## src/hdl/wrrp_pkg.sv

```systemverilog
// Shared constants for the weighted round robin picker.
// No dependencies; used by the top level and its checker.
package wrrp_pkg;

    localparam int CFG_IDX_W  = 2;
    localparam int CFG_DATA_W = 64;

    localparam logic [CFG_IDX_W-1:0] REG_NODE_WEIGHTS = 2'd0;
    localparam logic [CFG_IDX_W-1:0] REG_NODE_STATUS  = 2'd1;
    localparam logic [CFG_IDX_W-1:0] REG_PROBE_CHANCE = 2'd2;

    localparam logic [1:0] STATUS_READY = 2'd1;
    localparam logic [1:0] STATUS_PROBE = 2'd3;

    // 0.05 of full scale, rounded
    localparam logic [15:0] PROBE_CHANCE_RST = 16'd3277;

    localparam logic ERR_NONE    = 1'b0;
    localparam logic ERR_NO_NODE = 1'b1;

endpackage

```

## src/hdl/weighted_round_robin_picker.sv

```systemverilog
// Weighted round robin node picker: top level and its sequencer.
// Depends on wrrp_pkg.
//
// One request is handled at a time; s_ready is high only while the sequencer
// is idle, and a finished result waits in the output register without
// blocking the next request. A request after a configuration write first
// rebuilds the list: each node index in turn is considered for insertion,
// then a subtractive gcd unit runs over every listed weight. A probe pick
// then runs through the bit-serial remainder unit; a rotation pick first
// reduces the cursor and then inspects list entries one at a time, a number
// that grows with the number of weight levels passed.
module weighted_round_robin_picker
    import wrrp_pkg::*;
#(
    parameter int NODES       = 8,
    parameter int WEIGHT_BITS = 8
) (
    input  logic                  aclk,
    input  logic                  aresetn,
    input  logic                  cfg_wr_en,
    input  logic [CFG_IDX_W-1:0]  cfg_index,
    input  logic [CFG_DATA_W-1:0] cfg_wr_data,
    input  logic                  s_valid,
    output logic                  s_ready,
    input  logic                  s_has_excluded,
    input  logic [2:0]            s_excluded_node,
    input  logic [15:0]           s_random_roll,
    input  logic [7:0]            s_random_pick,
    output logic                  m_valid,
    input  logic                  m_ready,
    output logic [2:0]            m_chosen_node,
    output logic                  m_chosen_by_probe,
    output logic                  m_error_code
);

    localparam int IDX_W = $clog2(NODES);
    localparam int CNT_W = $clog2(NODES + 1);
    localparam int LVL_W = 9;

    typedef enum logic [3:0] {
        ST_IDLE, ST_BUILD, ST_GINIT, ST_GLOAD, ST_GRUN,
        ST_DECIDE, ST_PMOD, ST_PSEL, ST_CMOD, ST_SCAN, ST_OUT
    } state_t;

    state_t state_reg;

    logic [CFG_DATA_W-1:0]  weights_reg;
    logic [15:0]            status_reg;
    logic [15:0]            chance_reg;
    logic                   refresh_reg;

    logic [IDX_W-1:0]       order_reg [NODES];
    logic [WEIGHT_BITS-1:0] wts_reg   [NODES];
    logic [CNT_W-1:0]       count_reg;
    logic [WEIGHT_BITS-1:0] top_reg;
    logic [WEIGHT_BITS-1:0] gcd_reg;
    logic [IDX_W-1:0]       cursor_reg;
    logic [LVL_W-1:0]       level_reg;
    logic [NODES-1:0]       probe_reg;

    logic [IDX_W-1:0]       idx_reg;
    logic [WEIGHT_BITS-1:0] ga_reg, gb_reg;
    logic [3:0]             rem_reg;
    logic [2:0]             bit_reg;

    logic                   excl_en_reg;
    logic [2:0]             excl_reg;
    logic [15:0]            roll_reg;
    logic [7:0]             pick_reg;

    logic [2:0]             res_node_reg;
    logic                   res_probe_reg;
    logic                   res_err_reg;

    // node weight and status of the node under insertion
    logic [WEIGHT_BITS-1:0] new_w;
    logic [1:0]             new_s;
    logic [CNT_W-1:0]       ins_pos;

    always_comb begin
        new_w   = weights_reg[{3'(idx_reg), 3'd0} +: WEIGHT_BITS];
        new_s   = status_reg[{3'(idx_reg), 1'b0} +: 2];
        ins_pos = '0;
        for (int j = 0; j < NODES; j++) begin
            if (CNT_W'(j) < count_reg && wts_reg[j] >= new_w) begin
                ins_pos = ins_pos + 1'b1;
            end
        end
    end

    // probe set size and the selected member
    logic [CNT_W-1:0] probe_cnt;
    logic [IDX_W-1:0] probe_sel;
    logic [3:0]       rem_shift;

    always_comb begin
        logic [CNT_W-1:0] seen;
        probe_cnt = '0;
        probe_sel = '0;
        seen      = '0;
        for (int i = 0; i < NODES; i++) begin
            if (probe_reg[i]) begin
                if (4'(seen) == rem_reg) begin
                    probe_sel = IDX_W'(i);
                end
                seen = seen + 1'b1;
            end
        end
        probe_cnt = seen;
        rem_shift = {rem_reg[2:0], pick_reg[bit_reg]};
    end

    // rotation candidate
    logic [WEIGHT_BITS-1:0] cur_w;
    logic [IDX_W-1:0]       cur_node;
    logic                   cur_last;
    logic [LVL_W-1:0]       level_step;

    always_comb begin
        cur_w      = wts_reg[cursor_reg];
        cur_node   = order_reg[cursor_reg];
        cur_last   = (CNT_W'(cursor_reg) + 1'b1) == count_reg;
        level_step = (level_reg >= LVL_W'(top_reg)) ? '0 : (level_reg + LVL_W'(gcd_reg));
    end

    assign s_ready = (state_reg == ST_IDLE);

    always_ff @(posedge aclk) begin
        if (!aresetn) begin
            state_reg   <= ST_IDLE;
            weights_reg <= '0;
            status_reg  <= '0;
            chance_reg  <= PROBE_CHANCE_RST;
            refresh_reg <= 1'b1;
            count_reg   <= '0;
            top_reg     <= '0;
            gcd_reg     <= '0;
            cursor_reg  <= '0;
            level_reg   <= '0;
            probe_reg   <= '0;
            m_valid     <= 1'b0;
        end else begin
            // ST_OUT reloads the output register itself
            if (m_valid && m_ready && state_reg != ST_OUT) begin
                m_valid <= 1'b0;
            end
            if (cfg_wr_en) begin
                case (cfg_index)
                    REG_NODE_WEIGHTS: begin
                        weights_reg <= cfg_wr_data;
                        refresh_reg <= 1'b1;
                    end
                    REG_NODE_STATUS: begin
                        status_reg  <= cfg_wr_data[15:0];
                        refresh_reg <= 1'b1;
                    end
                    REG_PROBE_CHANCE: begin
                        chance_reg  <= cfg_wr_data[15:0];
                        refresh_reg <= 1'b1;
                    end
                    default: ;
                endcase
            end

            case (state_reg)
                ST_IDLE: begin
                    if (s_valid) begin
                        excl_en_reg <= s_has_excluded;
                        excl_reg    <= s_excluded_node;
                        roll_reg    <= s_random_roll;
                        pick_reg    <= s_random_pick;
                        if (refresh_reg) begin
                            idx_reg   <= '0;
                            count_reg <= '0;
                            probe_reg <= '0;
                            state_reg <= ST_BUILD;
                        end else begin
                            state_reg <= ST_DECIDE;
                        end
                    end
                end
                ST_BUILD: begin
                    if (new_w != '0 && new_s == STATUS_READY) begin
                        for (int j = 0; j < NODES; j++) begin
                            if (CNT_W'(j) == ins_pos) begin
                                order_reg[j] <= idx_reg;
                                wts_reg[j]   <= new_w;
                            end
                        end
                        for (int j = 1; j < NODES; j++) begin
                            if (CNT_W'(j) > ins_pos) begin
                                order_reg[j] <= order_reg[j-1];
                                wts_reg[j]   <= wts_reg[j-1];
                            end
                        end
                        count_reg <= count_reg + 1'b1;
                    end else if (new_w != '0 && new_s == STATUS_PROBE) begin
                        probe_reg[idx_reg] <= 1'b1;
                    end
                    if (IDX_W'(NODES - 1) == idx_reg) begin
                        refresh_reg <= 1'b0;
                        state_reg   <= ST_GINIT;
                    end
                    idx_reg <= idx_reg + 1'b1;
                end
                ST_GINIT: begin
                    gcd_reg <= '0;
                    idx_reg <= '0;
                    top_reg <= (count_reg == '0) ? '0 : wts_reg[0];
                    state_reg <= (count_reg == '0) ? ST_DECIDE : ST_GLOAD;
                end
                ST_GLOAD: begin
                    ga_reg    <= wts_reg[idx_reg];
                    gb_reg    <= gcd_reg;
                    state_reg <= ST_GRUN;
                end
                ST_GRUN: begin
                    // subtractive Euclid: one subtract or swap per cycle
                    if (gb_reg == '0) begin
                        gcd_reg <= ga_reg;
                        idx_reg <= idx_reg + 1'b1;
                        state_reg <= ((CNT_W'(idx_reg) + 1'b1) == count_reg) ?
                                     ST_DECIDE : ST_GLOAD;
                    end else if (ga_reg >= gb_reg) begin
                        ga_reg <= ga_reg - gb_reg;
                    end else begin
                        ga_reg <= gb_reg;
                        gb_reg <= ga_reg;
                    end
                end
                ST_DECIDE: begin
                    res_node_reg  <= '0;
                    res_probe_reg <= 1'b0;
                    res_err_reg   <= ERR_NONE;
                    if (!excl_en_reg && probe_reg != '0 && roll_reg <= chance_reg) begin
                        rem_reg   <= '0;
                        bit_reg   <= 3'd7;
                        state_reg <= ST_PMOD;
                    end else if (count_reg == '0) begin
                        res_err_reg <= ERR_NO_NODE;
                        state_reg   <= ST_OUT;
                    end else if (count_reg == CNT_W'(1)) begin
                        res_node_reg <= 3'(order_reg[0]);
                        state_reg    <= ST_OUT;
                    end else begin
                        state_reg <= ST_CMOD;
                    end
                end
                ST_PMOD: begin
                    // restoring remainder, one pick bit per cycle
                    rem_reg <= (rem_shift >= 4'(probe_cnt)) ?
                               rem_shift - 4'(probe_cnt) : rem_shift;
                    bit_reg <= bit_reg - 1'b1;
                    if (bit_reg == 3'd0) begin
                        state_reg <= ST_PSEL;
                    end
                end
                ST_PSEL: begin
                    probe_reg[probe_sel] <= 1'b0;
                    res_node_reg  <= 3'(probe_sel);
                    res_probe_reg <= 1'b1;
                    state_reg     <= ST_OUT;
                end
                ST_CMOD: begin
                    if (CNT_W'(cursor_reg) >= count_reg) begin
                        cursor_reg <= cursor_reg - IDX_W'(count_reg);
                    end else begin
                        state_reg <= ST_SCAN;
                    end
                end
                ST_SCAN: begin
                    if (LVL_W'(cur_w) > level_reg) begin
                        cursor_reg <= cur_last ? '0 : cursor_reg + 1'b1;
                        if (cur_last) begin
                            level_reg <= level_step;
                        end
                        if (!(excl_en_reg && 3'(cur_node) == excl_reg)) begin
                            res_node_reg <= 3'(cur_node);
                            state_reg    <= ST_OUT;
                        end
                    end else begin
                        level_reg  <= level_step;
                        cursor_reg <= '0;
                    end
                end
                ST_OUT: begin
                    if (!m_valid || m_ready) begin
                        m_valid           <= 1'b1;
                        m_chosen_node     <= res_node_reg;
                        m_chosen_by_probe <= res_probe_reg;
                        m_error_code      <= res_err_reg;
                        state_reg         <= ST_IDLE;
                    end
                end
                default: state_reg <= ST_IDLE;
            endcase
        end
    end

endmodule

```

## config.mk

```make
export PLATFORM = sky130hd
export DESIGN_NAME = weighted_round_robin_picker
export DESIGN_NICKNAME = d
export VERILOG_FILES = /design/src/hdl/wrrp_pkg.sv /design/src/hdl/weighted_round_robin_picker.sv
export SDC_FILE = /design/constraint.sdc
export NUM_CORES = 1
export LEC_CHECK = 0
export ABC_CLOCK_PERIOD_IN_PS = 11000
export BUFFER_PORTS_ARGS = -buffer_cell sky130_fd_sc_hd__buf_2
export CAP_MARGIN = 25
export CORE_MARGIN = 2
export CORE_UTILIZATION = 45
export CTS_CLUSTER_SIZE = 28
export DETAILED_ROUTE_END_ITERATION = 16
export PLACE_DENSITY = 0.66
export SYNTH_ARGS = -nofsm -noshare
export SYNTH_HDL_FRONTEND = slang
export SYNTH_SLANG_ARGS = --single-unit
```

## constraint.sdc

```tcl
create_clock -name aclk -period 11 [get_ports aclk]
set_input_delay 0.55 -clock aclk [delete_from_list [all_inputs] [get_ports aclk]]
set_output_delay 0.55 -clock aclk [all_outputs]
set_load 0.005 [all_outputs]
```

==> impl_metrics.env, run 1 <==
export IMPL_crit_path_max_fanout=31
export IMPL_signal_arrival_time_at_the_worst_endpoint_ns=9.62
export IMPL_tritoncts="yes"
export IMPL_antenna_found_initial=0
export IMPL_synth_edff_count=152
export IMPL_detail_route_wirelength_um=50060
export IMPL_sinks_on_the_clock_net=300
export IMPL_shortest_period_the_worst_path_allows_ns=9.336
export IMPL_ant_nets=0
export IMPL_n_fill_cell=3647
export IMPL_fin_worst_hold_slack_ns=0.1765
export IMPL_final_cell_area_um2=20840
export IMPL_dpl_instance_area_um2=19640
export IMPL_global_route_usage_total=0.2285
export IMPL_gr_peak_layer="met2"
export IMPL_drt_first_pass_iters=6
export IMPL_fp_coreArea_um2=40830
export IMPL_synth_seq_area_share=0.4037
export IMPL_syn_inst=1849
export IMPL_cts_path_max_buffers=3
export IMPL_design_final_nets=2173
export IMPL_cts_hold_buffers_added=0
export IMPL_grt_met2_usage=0.3611
export IMPL_cts_root_buf="sky130_fd_sc_hd__clkbuf_16"
export IMPL_worst_pin_slew_ns=1.045
export IMPL_ys_warnings_count=0
export IMPL_max_freq_ghz=0.1071
export IMPL_critical_path_n_buffers_inverters=4
export IMPL_cp_slowest_stage_delay_ns=0.59
export IMPL_number_of_port_buffers=105
export IMPL_via_per_inst=5.826
export IMPL_outcome="finished clean"
export IMPL_syn_avg_cell_area_um2=10.08
export IMPL_htree_levels=2
export IMPL_gr_total_overflow=0
export IMPL_vdd_drop_max_v=0.00009004
export IMPL_layout_commonest_cell="sky130_fd_sc_hd__nand2_1"
export IMPL_timing_setup_tns_ns=0
export IMPL_register_area_um2=7527
export IMPL_dieWidth_um=207.5
export IMPL_timing_final_hold_violations=0
export IMPL_timing_critical_path_mode_cell="sky130_fd_sc_hd__ha_1"
export IMPL_worst_endpoint_required_ns=11.29
export IMPL_cellPowerDensity_nw_per_um2=178.3
export IMPL_multiInputGateArea_um2=10360
export IMPL_worst_path_dominant_cell_family="compound AO/OA/AOI/OAI gates"
export IMPL_clk_pin_slew_ns=0.06
export IMPL_path_class="register to register"
export IMPL_synthesis_nets=2092
export IMPL_max_cap_violations=0
export IMPL_timing_slew_headroom=0.3022
export IMPL_power_leakage_nw=7.913
export IMPL_numCtsBuffers=34
export IMPL_pin_count_of_the_biggest_net_entering_global_routing=95
export IMPL_top_level_ports=106
export IMPL_dieHeight_um=207.5
export IMPL_detailed_place_hpwl_um=36780
export IMPL_report_final_slew_viol_count=0
export IMPL_first_global_vias=14020
export IMPL_critical_path_endpoint_type="register"
export IMPL_post_cts_setup_buffer_count=0
export IMPL_synth_flop_cell="sky130_fd_sc_hd__edfxtp_1"
export IMPL_dr_total_vias=14495
export IMPL_finClkSkew_ns=0.02134
export IMPL_die_area_um2=43070
export IMPL_fin_util=0.5103
export IMPL_place_gp_congestion=0.9412
export IMPL_classification_of_the_worst_slack_hold_path="primary input to register"
export IMPL_post_synth_instance_area_um2=18640
export IMPL_postSynth_asyncResetShare=0
export IMPL_instances_no_fill=2488
export IMPL_start_util=0.4566
export IMPL_initialDrtViolationCount=1268
export IMPL_use_met1=0.3225
export IMPL_grtUsageMet3=0.04175
export IMPL_rsz0062_at_grt="false"
export IMPL_postCtsResizedCells=0
export IMPL_number_of_rows_in_the_core_area=74
export IMPL_finalCritPeriodShare=0.8487
export IMPL_dp_cells=2420
export IMPL_finalSetupViolCount=0
export IMPL_drive_above_1_share=0.1815
export IMPL_ys_ff_latch=300
export IMPL_area_growth_synth_to_final_pct=11.76
export IMPL_yosysUniqueCellTypes=103
export IMPL_first_pass_grt_wire_length_um=78520
export IMPL_detail_route_drc_violations=0
export IMPL_antenna_cells=0
export IMPL_worstSetupStartpointType="register"
export IMPL_cp_slowest_cell="sky130_fd_sc_hd__edfxtp_1"
export IMPL_mostFrequentLayoutCells="292 x sky130_fd_sc_hd__nand2_1, 175 x sky130_fd_sc_hd__a21oi_1, 152 x sky130_fd_sc_hd__edfxtp_1"
export IMPL_worstSkewPairLatency_ns=0.55
export IMPL_routedWlPerCell_um=20.12
[power breakdown]
group | internal, W | switching (W)
Combinational | 0.000490 | 0.000666
Clock | 0.000669 | 0.000482
Sequential | 0.00129 | 0.000114
Total | 0.00245 | 0.00126
[cell families after synthesis]
| family | count (synthesis) | synth area share |
|---|---|---|
| multiplexers | 161 | 0.1313 |
| XOR/XNOR | 75 | 0.04255 |
| adder cells (fa/ha/maj) | 144 | 0.09825 |
| buffers and inverters | 189 | 0.04174 |
| flip-flops | 300 | 0.4037 |
| AND/OR/NAND/NOR | 581 | 0.1419 |
| AO/OA/AOI/OAI | 399 | 0.1405 |
[metrics by stage]
step	setup WS, ns	total power, W
4_1_cts	1.305	0.003711
3_5_place_dp	1.417	0.002553
3_3_place_gp	1.591	0.002527
6_report	1.664	0.003715
5_1_grt	0.9421	0.003902
2_1_floorplan	2.736	0.002233
[worst register-to-register path, delay by kind of cell, from the launching register on]
family	cells	cell delay, ns
AO/OA/AOI/OAI	10	2.05
AND/OR/NAND/NOR	11	1.73
multiplexers	4	1.62
adder cells (fa/ha/maj)	6	1.49
buffers and inverters	4	1.16
flip-flops	1	0.59
XOR/XNOR	2	0.46
[path summary, 6_finish.rpt]
kind / startpoint / end / slack, ns / depth (start not counted)
setup reg to reg: idx_reg[0]$_DFFE_PP_ / wts_reg[3][7]$_DFFE_PP_ / 1.66 / 37
hold / removal: s_random_roll[4] / roll_reg[4]$_DFFE_PP_ / 0.18 / 1
hold reg to reg: res_node_reg[1]$_DFFE_PP_ / m_chosen_node[1]$_DFFE_PP_ / 0.42 / 0
setup / recovery: idx_reg[0]$_DFFE_PP_ / wts_reg[3][7]$_DFFE_PP_ / 1.66 / 37
[synth_stat cells, types with 7 or more instances]
master | count | share of area
sky130_fd_sc_hd__buf_4 | 7 | 0.0028
sky130_fd_sc_hd__edfxtp_1 | 152 | 0.24
sky130_fd_sc_hd__clkbuf_1 | 66 | 0.013
sky130_fd_sc_hd__or2_2 | 7 | 0.0023
sky130_fd_sc_hd__buf_2 | 10 | 0.0027
sky130_fd_sc_hd__ha_1 | 140 | 0.094
sky130_fd_sc_hd__a211oi_1 | 18 | 0.0072
sky130_fd_sc_hd__nand2_1 | 292 | 0.059
sky130_fd_sc_hd__mux2_1 | 20 | 0.012
sky130_fd_sc_hd__a21o_1 | 28 | 0.011
sky130_fd_sc_hd__mux4_2 | 51 | 0.062
sky130_fd_sc_hd__o21ai_0 | 49 | 0.013
sky130_fd_sc_hd__nor3_1 | 29 | 0.0078
sky130_fd_sc_hd__nor2_1 | 117 | 0.024
sky130_fd_sc_hd__mux2i_1 | 20 | 0.011
sky130_fd_sc_hd__inv_1 | 98 | 0.020
sky130_fd_sc_hd__nand3_1 | 32 | 0.0086
sky130_fd_sc_hd__xor2_1 | 16 | 0.0075
sky130_fd_sc_hd__and3_1 | 7 | 0.0023
sky130_fd_sc_hd__dfxtp_1 | 148 | 0.16
sky130_fd_sc_hd__nor4_1 | 9 | 0.0030
sky130_fd_sc_hd__nand2b_1 | 15 | 0.0050
sky130_fd_sc_hd__a31oi_1 | 12 | 0.0040
sky130_fd_sc_hd__a21oi_1 | 176 | 0.047
sky130_fd_sc_hd__and2_1 | 9 | 0.0030
sky130_fd_sc_hd__a22oi_1 | 9 | 0.0036
sky130_fd_sc_hd__o21a_1 | 17 | 0.0068
sky130_fd_sc_hd__mux2_4 | 19 | 0.015
sky130_fd_sc_hd__o211ai_1 | 12 | 0.0048
sky130_fd_sc_hd__nor2b_1 | 24 | 0.0081
sky130_fd_sc_hd__xnor2_1 | 49 | 0.023
sky130_fd_sc_hd__mux2_2 | 50 | 0.030
[cell type report]
cell class                 count  share of cell area
multi-input combinational   1360              0.4974
tap                          532             0.03194
sequential                   300              0.3612
clock buffer                  50             0.04822
timing repair buffer         134             0.03705
inverter                     100             0.01807
clock inverter                12            0.006125
[layer usage]
| metal | vias to the layer above | part of all wire |
|---|---|---|
| met5 | - | 0 |
| met4 | 0 | 0.020 |
| met3 | 66 | 0.080 |
| met2 | 539 | 0.45 |
| met1 | 7011 | 0.45 |
| li1 | 6879 | - |
No activity file was read; power rests on OpenSTA's default activity.
==> run 2: changes to the inputs <==
--- a/config.mk
+++ b/config.mk
@@ -5,14 +5,15 @@
 export SDC_FILE = /design/constraint.sdc
 export NUM_CORES = 1
 export LEC_CHECK = 0
-export ABC_CLOCK_PERIOD_IN_PS = 11000
+export ABC_AREA = 1
+export ABC_CLOCK_PERIOD_IN_PS = 7500
 export BUFFER_PORTS_ARGS = -buffer_cell sky130_fd_sc_hd__buf_2
 export CAP_MARGIN = 25
 export CORE_MARGIN = 2
 export CORE_UTILIZATION = 45
 export CTS_CLUSTER_SIZE = 28
 export DETAILED_ROUTE_END_ITERATION = 16
-export PLACE_DENSITY = 0.66
+export PLACE_DENSITY = 0.68
 export SYNTH_ARGS = -nofsm -noshare
 export SYNTH_HDL_FRONTEND = slang
 export SYNTH_SLANG_ARGS = --single-unit
==> constraint.sdc (replaced) <==
create_clock -name aclk -period 7.5 [get_ports aclk]
set_input_delay 0.375 -clock aclk [delete_from_list [all_inputs] [get_ports aclk]]
set_output_delay 0.375 -clock aclk [all_outputs]
set_load 0.005 [all_outputs]
==> run 2 against run 1 <==
  * Sequential power increased by 45%
  * Highest routed layer unchanged
  * Cell area increased by 0.61%
  * Combinational power increased by 84%
  * Global-route usage increased by 3.1 points
  * Register-to-register slack got worse by 1.4 ns
  * Cell count increased by 19%
  * Utilization increased by 1.7 points
  * First-iteration DRC count increased by 8.8%
  * Maximum frequency increased by 29%
==> impl_metrics.env, run 2 <==
export IMPL_outcome="finished clean"
export IMPL_synthesis_nets=2519
export IMPL_antenna_cells=0
export IMPL_cp_slowest_stage_delay_ns=0.44
export IMPL_via_per_inst=5.634
export IMPL_synth_seq_area_share=0.4147
export IMPL_ys_ff_latch=300
export IMPL_synth_flop_cell="sky130_fd_sc_hd__edfxtp_1"
export IMPL_postSynth_asyncResetShare=0
export IMPL_synth_edff_count=152
export IMPL_numCtsBuffers=35
export IMPL_global_route_usage_total=0.2592
export IMPL_timing_final_hold_violations=0
export IMPL_sinks_on_the_clock_net=300
export IMPL_max_cap_violations=0
export IMPL_number_of_port_buffers=105
export IMPL_worst_pin_slew_ns=0.9611
export IMPL_shortest_period_the_worst_path_allows_ns=7.216
export IMPL_signal_arrival_time_at_the_worst_endpoint_ns=7.50
export IMPL_tritoncts="yes"
export IMPL_worstSetupStartpointType="register"
export IMPL_net_switching_power_w=0.002229
export IMPL_power_leakage_nw=8.957
export IMPL_switching_share=0.3732
export IMPL_met3WireLength_um=3577
export IMPL_area_growth_synth_to_final_pct=15.50
export IMPL_detail_route_drc_violations=0
export IMPL_start_util=0.4568
export IMPL_detail_route_wirelength_met1_um=23090
export IMPL_r2r_worst_path_cells=43
export IMPL_cts_root_buf="sky130_fd_sc_hd__clkbuf_16"
export IMPL_instances_no_fill=2967
export IMPL_ys_warnings_count=0
export IMPL_detailed_place_hpwl_um=40520
export IMPL_gr_total_overflow=0
export IMPL_dieWidth_um=204.8
export IMPL_syn_inst=2276
export IMPL_clk_pin_slew_ns=0.07
export IMPL_finalSetupViolCount=0
export IMPL_netlist_top_cell_by_area="sky130_fd_sc_hd__edfxtp_1"
export IMPL_synth_most_common_cell="sky130_fd_sc_hd__nand2_1"
export IMPL_top_level_ports=106
export IMPL_dieHeight_um=204.8
export IMPL_vdd_drop_max_v=0.0001737
export IMPL_ant_nets=0
export IMPL_worstHoldPathCells=1
export IMPL_timing_setup_tns_ns=0
export IMPL_dr_total_vias=16715
export IMPL_layout_commonest_cell="sky130_fd_sc_hd__nand2_1"
export IMPL_fp_coreArea_um2=39730
export IMPL_dp_cells=2881
export IMPL_clock_power_share=0.301
export IMPL_crit_path_max_fanout=20
export IMPL_seq_power_share=0.341
export IMPL_cellPowerDensity_nw_per_um2=284.8
export IMPL_antenna_found_initial=0
export IMPL_htree_levels=2
export IMPL_cp_slowest_cell="sky130_fd_sc_hd__edfxtp_1"
export IMPL_timing_critical_path_mode_cell="sky130_fd_sc_hd__nand2_1"
export IMPL_ys_top_cells_by_area="sky130_fd_sc_hd__edfxtp_1 25%, sky130_fd_sc_hd__dfxtp_1 16%, sky130_fd_sc_hd__ha_1 9.7%"
export IMPL_worst_endpoint_required_ns=7.79
export IMPL_first_global_vias=15961
export IMPL_finClkSkew_ns=0.03005
export IMPL_timing_slew_headroom=0.3585
export IMPL_finalCritPeriodShare=0.9621
export IMPL_report_final_slew_viol_count=0
export IMPL_critical_path_endpoint_type="register"
export IMPL_routedWlPerCell_um=18.39
export IMPL_worstSkewPairLatency_ns=0.54
export IMPL_topRoutingLayerUsed="met4"
export IMPL_syn_avg_cell_area_um2=7.975
export IMPL_pin_count_of_the_biggest_net_entering_global_routing=100
export IMPL_synth_top_area_share=0.2515
export IMPL_synth_cells_most_frequent="389 x sky130_fd_sc_hd__nand2_1, 257 x sky130_fd_sc_hd__inv_1, 248 x sky130_fd_sc_hd__o21ai_0"
export IMPL_yosysUniqueCellTypes=59
export IMPL_drive_above_1_share=0.1364
export IMPL_number_of_rows_in_the_core_area=73
export IMPL_cts_path_max_buffers=3
export IMPL_power_share_of_the_combinational_group=0.357
export IMPL_fin_util=0.5276
export IMPL_routed_wl_met2_um=25690
export IMPL_n_fill_cell=3706
export IMPL_post_synth_instance_area_um2=18150
export IMPL_first_pass_grt_wire_length_um=85540
export IMPL_classification_of_the_worst_slack_hold_path="primary input to register"
export IMPL_max_freq_ghz=0.1386
export IMPL_drt_first_pass_iters=5
export IMPL_detail_route_wirelength_um=54570
export IMPL_design_final_nets=2659
export IMPL_mostFrequentLayoutCells="387 x sky130_fd_sc_hd__nand2_1, 254 x sky130_fd_sc_hd__inv_1, 247 x sky130_fd_sc_hd__o21ai_0"
export IMPL_die_area_um2=41960
export IMPL_internal_pwr_total_w=0.003743
export IMPL_place_gp_congestion=0.9181
export IMPL_path_class="register to register"
export IMPL_initialDrtViolationCount=1379
## run 2: cells by family (layout without fill, tap and decap cells)
kind of cell,Yosys count,count (layout),share of synthesized area
mux,1,1,0.0005515
buf+inv,363,529,0.07707
fa+ha+maj,144,144,0.1009
flops,300,300,0.4147
simple gates,802,802,0.1918
compound gates,627,627,0.1951
xor+xnor,39,39,0.01985
## run 2: repair_timing
item	in CTS	in global routing
buffers inserted	0	16
hold buffers	6	0
setup endpoints to repair	0	152
gates resized for setup	0	16
hold endpoints to repair	6	0
## run 2: power by group through the flow
stage                     logic, W  registers, W  clock network (W)
after floorplan            0.00142       0.00200                  0
after global placement     0.00194       0.00208                  0
after detailed placement   0.00202       0.00208                  0
after CTS                  0.00204       0.00204            0.00182
after global routing       0.00238       0.00205            0.00188
final                      0.00213       0.00204            0.00180
## run 2: layout make-up
cell class	instances	area, µm²	area share
Multi-Input combinational cell	1613	9304	0.4438
Inverter	279	1055	0.05031
Timing Repair Buffer	187	1210	0.05771
Tap cell	525	656.9	0.03133
Clock inverter	20	252.7	0.01206
Sequential cell	300	7527	0.3591
Clock buffer	43	958.4	0.04572
## run 2: worst max-delay path: cells and delay by family (launching register included)
family / cells / cell delay, ns
flip-flops: 1 / 0.44
XOR/XNOR: 1 / 0.18
adder cells (fa/ha/maj): 6 / 1.64
buffers and inverters: 9 / 1.04
AND/OR/NAND/NOR: 15 / 1.79
AO/OA/AOI/OAI: 12 / 1.87
## run 2: per-layer routing
metal  vias up  GRT usage
li1       8073          -
met5         -          0
met3       110    0.03691
met2       609     0.4285
met4         0     0.1121
met1      7923     0.3382
## run 2: final timing paths
| path | end | start | slack [ns] |
|---|---|---|---|
| setup / recovery | wts_reg[4][5]$_DFFE_PP_ | idx_reg[0]$_DFFE_PP_ | 0.28 |
| hold / removal | roll_reg[5]$_DFFE_PP_ | s_random_roll[5] | 0.01 |
| setup reg to reg | wts_reg[4][5]$_DFFE_PP_ | idx_reg[0]$_DFFE_PP_ | 0.28 |
| hold reg to reg | m_chosen_node[2]$_DFFE_PP_ | res_node_reg[2]$_DFFE_PP_ | 0.42 |
## run 2: through the flow
stage | power, W | worst slack [ns] | hold WS [ns] | instance area [µm²]
final | 0.005971 | 0.2845 | 0.01407 | 20960
after CTS | 0.005904 | 0.1068 | 0.0003618 | 20740
after global placement | 0.004022 | 0.1842 | 0.4043 | 19450
after floorplan | 0.003421 | 0.3223 | 0.4003 | 18150
after detailed placement | 0.004099 | 0.1680 | 0.4056 | 19470
after global routing | 0.006309 | -0.01474 | 0.0002872 | 20960
